--- src/hw/rtl/igfb_pkg.sv ---
package igfb_pkg;

    localparam int RING_DEPTH  = 4096;
    localparam int QUEUE_DEPTH = 16;
    localparam int RING_AW     = $clog2(RING_DEPTH);
    localparam int QUEUE_AW    = $clog2(QUEUE_DEPTH);

    // input item queue between front and back
    localparam int IQ_DEPTH = 2;
    localparam int IQ_AW    = $clog2(IQ_DEPTH);
    localparam int IQ_CW    = $clog2(IQ_DEPTH + 1);

    localparam int MODE_W   = 2;
    localparam int BYTE_W   = 8;
    localparam int STATUS_W = 3;
    localparam int FLEN_W   = 12;
    localparam int CNT_W    = 16;
    localparam int GAP_W    = 16;

    localparam logic [GAP_W-1:0] GAP_RESET = GAP_W'(10);
    localparam logic [CNT_W-1:0] CNT_MAX   = '1;

    localparam logic [MODE_W-1:0] MODE_BYTE  = MODE_W'(0);
    localparam logic [MODE_W-1:0] MODE_TICK  = MODE_W'(1);
    localparam logic [MODE_W-1:0] MODE_READ  = MODE_W'(2);
    localparam logic [MODE_W-1:0] MODE_CLEAR = MODE_W'(3);

    typedef logic [RING_AW-1:0]  t_ridx;
    typedef logic [QUEUE_AW-1:0] t_qidx;

    typedef enum logic [1:0] {
        KIND_BYTE,
        KIND_TICK,
        KIND_READ,
        KIND_CLEAR
    } t_kind;

    typedef enum logic [STATUS_W-1:0] {
        ST_STORED  = 3'd0,
        ST_DROPPED = 3'd1,
        ST_TICK    = 3'd2,
        ST_QUEUED  = 3'd3,
        ST_LOST    = 3'd4,
        ST_READ    = 3'd5,
        ST_EMPTY   = 3'd6,
        ST_CLEARED = 3'd7
    } t_status;

    typedef struct packed {
        t_kind              kind;
        logic [BYTE_W-1:0]  byte_value;
    } t_item;

    typedef struct packed {
        t_status            status;
        logic               last;
        logic [FLEN_W-1:0]  flen;
        logic [CNT_W-1:0]   fseen;
    } t_res;

    // (a + b) modulo RING_DEPTH, both operands below RING_DEPTH
    function automatic t_ridx ring_add(input t_ridx a, input t_ridx b);
        logic [RING_AW:0] s;
        s = {1'b0, a} + {1'b0, b};
        if (s >= (RING_AW + 1)'(RING_DEPTH)) begin
            s = s - (RING_AW + 1)'(RING_DEPTH);
        end
        return s[RING_AW-1:0];
    endfunction

    // (a - b) modulo RING_DEPTH
    function automatic t_ridx ring_sub(input t_ridx a, input t_ridx b);
        t_ridx d;
        d = a - b;
        if (a < b) begin
            d = d + RING_AW'(RING_DEPTH);
        end
        return d;
    endfunction

    function automatic t_qidx queue_inc(input t_qidx a);
        return (a == QUEUE_AW'(QUEUE_DEPTH - 1)) ? '0 : a + QUEUE_AW'(1);
    endfunction

endpackage

--- src/hw/rtl/igfb_in_if.sv ---
interface igfb_in_if import igfb_pkg::*; ();
    logic               valid;
    logic               ready;
    logic [MODE_W-1:0]  mode;
    logic [BYTE_W-1:0]  byte_value;

    modport source (output valid, output mode, output byte_value, input ready);
    modport sink   (input valid, input mode, input byte_value, output ready);
endinterface

--- src/hw/rtl/igfb_front.sv ---
module igfb_front import igfb_pkg::*; (
    input  logic        i_clk,
    input  logic        i_rst_n,
    igfb_in_if.sink     i_item,
    output logic        o_valid,
    output t_item       o_item,
    input  logic        i_ready
);
    t_item              r_buf [IQ_DEPTH];
    logic [IQ_AW-1:0]   r_wptr, n_wptr;
    logic [IQ_AW-1:0]   r_rptr, n_rptr;
    logic [IQ_CW-1:0]   r_count, n_count;
    t_item              w_cls;
    logic               w_push;
    logic               w_pop;

    // classify the mode into an operation kind
    always_comb begin
        w_cls.byte_value = i_item.byte_value;
        case (i_item.mode)
            MODE_BYTE:  w_cls.kind = KIND_BYTE;
            MODE_TICK:  w_cls.kind = KIND_TICK;
            MODE_READ:  w_cls.kind = KIND_READ;
            MODE_CLEAR: w_cls.kind = KIND_CLEAR;
            default:    w_cls.kind = KIND_CLEAR;
        endcase
    end

    assign i_item.ready = (r_count != IQ_CW'(IQ_DEPTH));
    assign w_push       = i_item.valid && i_item.ready;
    assign o_valid      = (r_count != '0);
    assign o_item       = r_buf[r_rptr];
    assign w_pop        = o_valid && i_ready;

    always_comb begin
        n_wptr  = r_wptr;
        n_rptr  = r_rptr;
        n_count = r_count;
        if (w_push) begin
            n_wptr = (r_wptr == IQ_AW'(IQ_DEPTH - 1)) ? '0 : r_wptr + IQ_AW'(1);
        end
        if (w_pop) begin
            n_rptr = (r_rptr == IQ_AW'(IQ_DEPTH - 1)) ? '0 : r_rptr + IQ_AW'(1);
        end
        if (w_push && !w_pop) begin
            n_count = r_count + IQ_CW'(1);
        end else if (w_pop && !w_push) begin
            n_count = r_count - IQ_CW'(1);
        end
    end

    always_ff @(posedge i_clk) begin
        if (!i_rst_n) begin
            r_wptr  <= '0;
            r_rptr  <= '0;
            r_count <= '0;
        end else begin
            r_wptr  <= n_wptr;
            r_rptr  <= n_rptr;
            r_count <= n_count;
        end
        if (w_push) begin
            r_buf[r_wptr] <= w_cls;
        end
    end
endmodule

--- src/flat_wrapper.sv ---
// flat-port wrapper written by rule: the top's interface ports become plain ports
module igfb_front_flat import igfb_pkg::*;
  (i_clk, i_rst_n, o_valid, o_item, i_ready, i_item_valid, i_item_mode, i_item_byte_value, i_item_ready);
  igfb_in_if i_item_i ();
  input  logic i_clk;
  input  logic i_rst_n;
  output logic o_valid;
  output t_item o_item;
  input  logic i_ready;
  input wire logic [$bits(i_item_i.valid)-1:0] i_item_valid;
  input wire logic [$bits(i_item_i.mode)-1:0] i_item_mode;
  input wire logic [$bits(i_item_i.byte_value)-1:0] i_item_byte_value;
  output wire logic [$bits(i_item_i.ready)-1:0] i_item_ready;
  assign i_item_i.valid = i_item_valid;
  assign i_item_i.mode = i_item_mode;
  assign i_item_i.byte_value = i_item_byte_value;
  assign i_item_ready = i_item_i.ready;
  igfb_front u_core (.i_clk(i_clk), .i_rst_n(i_rst_n), .i_item(i_item_i), .o_valid(o_valid), .o_item(o_item), .i_ready(i_ready));
endmodule
--- config.mk ---
export PLATFORM = sky130hd
export DESIGN_NAME = igfb_front_flat
export DESIGN_NICKNAME = d
export VERILOG_FILES = /design/src/hw/rtl/igfb_pkg.sv /design/src/hw/rtl/igfb_in_if.sv /design/src/hw/rtl/igfb_front.sv /design/src/flat_wrapper.sv
export SDC_FILE = /design/constraint.sdc
export NUM_CORES = 1
export LEC_CHECK = 0
export BUFFER_PORTS_ARGS = -buffer_cell sky130_fd_sc_hd__buf_2
export CAP_MARGIN = 20
export CELL_PAD_IN_SITES_DETAIL_PLACEMENT = 0
export CELL_PAD_IN_SITES_GLOBAL_PLACEMENT = 1
export CORE_MARGIN = 2
export CORE_UTILIZATION = 36
export DETAILED_ROUTE_END_ITERATION = 10
export PLACE_DENSITY_LB_ADDON = 0.1
export SYNTH_ARGS = -nofsm -noshare
export SYNTH_HDL_FRONTEND = slang
export SYNTH_SLANG_ARGS = --single-unit
--- constraint.sdc ---
create_clock -name i_clk -period 1.4 [get_ports i_clk]
set_input_delay 0.21 -clock i_clk [delete_from_list [all_inputs] [get_ports i_clk]]
set_output_delay 0.21 -clock i_clk [all_outputs]
set_load 0.1 [all_outputs]
==> out/results.ini <==
[run_status]
status = complete, but fails checks
violations = negative setup slack

[cts]
root_buffer = clkbuf_4
cts_hold_buffers = 0
cts_buffer_depth = 2
cts_tree = yes
clk_latency_ns = 0.31
cts.clk_slew.worst_paths_ns = 0.13
h-tree-depth = 1
clkSinkCount = 25
cts_buffers = 3

[critical_path]
end_kind = primary output
r2r_setup_slack_ns = -0.04
crit_chain = buf_6 -> mux2_4 -> buf_12
slowest_stage = dfxtp_2
path_max_fanout = 5
cp-start-kind = flop
cpPeakStageDelay_ns = 0.36
worstPathRequired_ns = 1.19
crit_arrival_ns = 1.29
criticalPathCategory = flop to primary output

[power_and_ir_drop]
swShare = 0.438
seq_power_share = 0.294
intPower_mw = 1.97
powerDensity_nw_per_um2 = 2370
clockPowerShare = 0.089
power_switching_mw = 1.53
p_comb_frac = 0.617
vdd_drop_max_mv = 1.58
power_leakage_nw = 0.604

[layout]
multi_input_area_um2 = 299
most-common-layout-cells = 20 x edfxtp_1, 13 x buf_2, 13 x buf_12, 10 x mux2_4, 4 x buf_6
diodes = 0
drive_gt1_frac = 0.620
area_growth_pct = 54.5
fin_nets = 108
seq_area_um2 = 707
final_cells = 122
final_common_cell = edfxtp_1
n_fill_cell = 198

[placed_design]
port_buffers = 25
place.gp.congestion = 0.689
placedCellCount = 117
dp_slack_ns = -0.136
hpwl_mm = 1.14

[floorplan]
rows = 18
die_area_um2 = 3070
dieWidth_um = 55.4
initial_utilization = 0.381
coreArea_um2 = 2500
die_h_um = 55.4
io_pins = 26

[sta]
fmax_ghz = 0.665
holdWs_ns = 0.0722
period_share = 1.07
final.min_clock_period_ns = 1.50
finalSetupTns_ns = -1.00
setup_ws_ns = -0.103
rsz0062_at_grt = true
slew_violations = 0
slew_headroom = 0.828
setup_violations = 12
final_hold_viol_count = 0
worst_pin_slew_ns = 0.257
skew_ns = 0.00941

[yosys]
yosysTopAreaCell = edfxtp_1
yosys.cell_types.count = 18
synth_area_leaders = edfxtp_1 63%, mux2_2 12%, dfxtp_1 11%
synth.avg_cell_area_um2 = 16.4
ys_ff_latch = 25
netlist_area_um2 = 952
ys.warnings.count = 0
syn-num-nets = 73
yosysSeqAreaShare = 0.736
synth_top_area_frac = 0.631
synth_cells = 58

[route]
postRouteAntennaNets = 0
drc = 0
wl_per_cell_um = 13.1
wl_mm = 1.60
vias = 570
dr.pass1.iters = 4
avgViaCountPerCell = 4.67
first_iter_violations = 12

[run]
maxCapViolCount = 0

[min_path]
worstHoldPathType = input pin to flop

[global_routing]
antenna_found_initial = 0
grt_pass1_vias = 602
grt_max_degree = 15
overflow = 0
grt_first_pass_wirelength_mm = 2.73
grtUsageTotal = 0.119

-- worst max-delay path: cells and delay by family (launching register included) --
| family | cells | cell delay (ns) |
|---|---|---|
| multiplexers | 1 | 0.32 |
| buffers and inverters | 2 | 0.30 |
| flip-flops | 1 | 0.36 |
-- per-stage QoR --
step	util	total power, mW	instance area [um^2]
final	0.589	3.49	1470
after global routing	0.589	3.65	1470
after CTS	0.587	3.51	1470
after detailed placement	0.489	2.71	1220
after global placement	0.489	2.69	1220
after floorplan	-	2.28	977
-- cell usage after synthesis, drive strengths merged --
master,count
ha,1
nand3b,1
a21bo,1
edfxtp,20
clkbuf,2
or3,1
xor2,3
nand2b,1
nor2,3
dfxtp,5
o21ai,2
buf,1
or2,1
inv,2
and3,1
and2,1
a21oi,2
mux2,10
-- state kept, by name, indices dropped and copies added (netlist names), named ones only --
name	cells
u_core.r_buf	20
u_core.r_count	2
u_core.r_rptr	1
u_core.r_wptr	1
-- cells by family after synthesis --
family	Yosys count	synth area share
adder cells (fa/ha/maj)	1	0.0131
flip-flops	25	0.736
XOR/XNOR	3	0.0276
AO/OA/AOI/OAI	5	0.0315
buffers and inverters	5	0.0210
AND/OR/NAND/NOR	9	0.0526
multiplexers	10	0.118
-- timing repair --
item / in CTS / in global routing
setup endpoints to repair: 13 / 13
buffers inserted: 1 / 0
pin swaps: 1 / 1
resized for setup: 59 / 1
-- layer usage --
layer	track usage	vias to the layer above	part of all wire
li1	-	276	-
met1	0.146	274	0.41
met2	0.189	16	0.51
met3	0.0304	4	0.054
met4	0.0732	0	0.022
met5	0	-	0
-- power by group through the flow --
stage / Sequential, mW / Clock (mW) / Combinational [mW]
global route: 1.04 / 0.357 / 2.25
CTS: 1.03 / 0.324 / 2.16
detailed placement: 1.02 / 0 / 1.69
floorplan: 1.00 / 0 / 1.28
global placement: 1.01 / 0 / 1.68
finish: 1.03 / 0.312 / 2.16
-- area by class of cell --
type	instances	area share
clock inverter	1	0.00340
timing repair buffer	33	0.267
sequential	25	0.480
clock buffer	3	0.0153
inverter	2	0.00510
tap	30	0.0255
multi-input combinational	28	0.203
-- worst paths after layout --
path	from	to	cells past startpoint
worst min register to register	u_core.r_count[1]	u_core.r_count[1]	2
worst max-delay path	flop	o_item[9]	3
worst min-delay path	i_item_byte_value[2]	u_core.r_buf[0][2]	1
worst max register to register	u_core.r_count[0]	u_core.r_count[1]	6
Power figures use the tool's default switching activity.
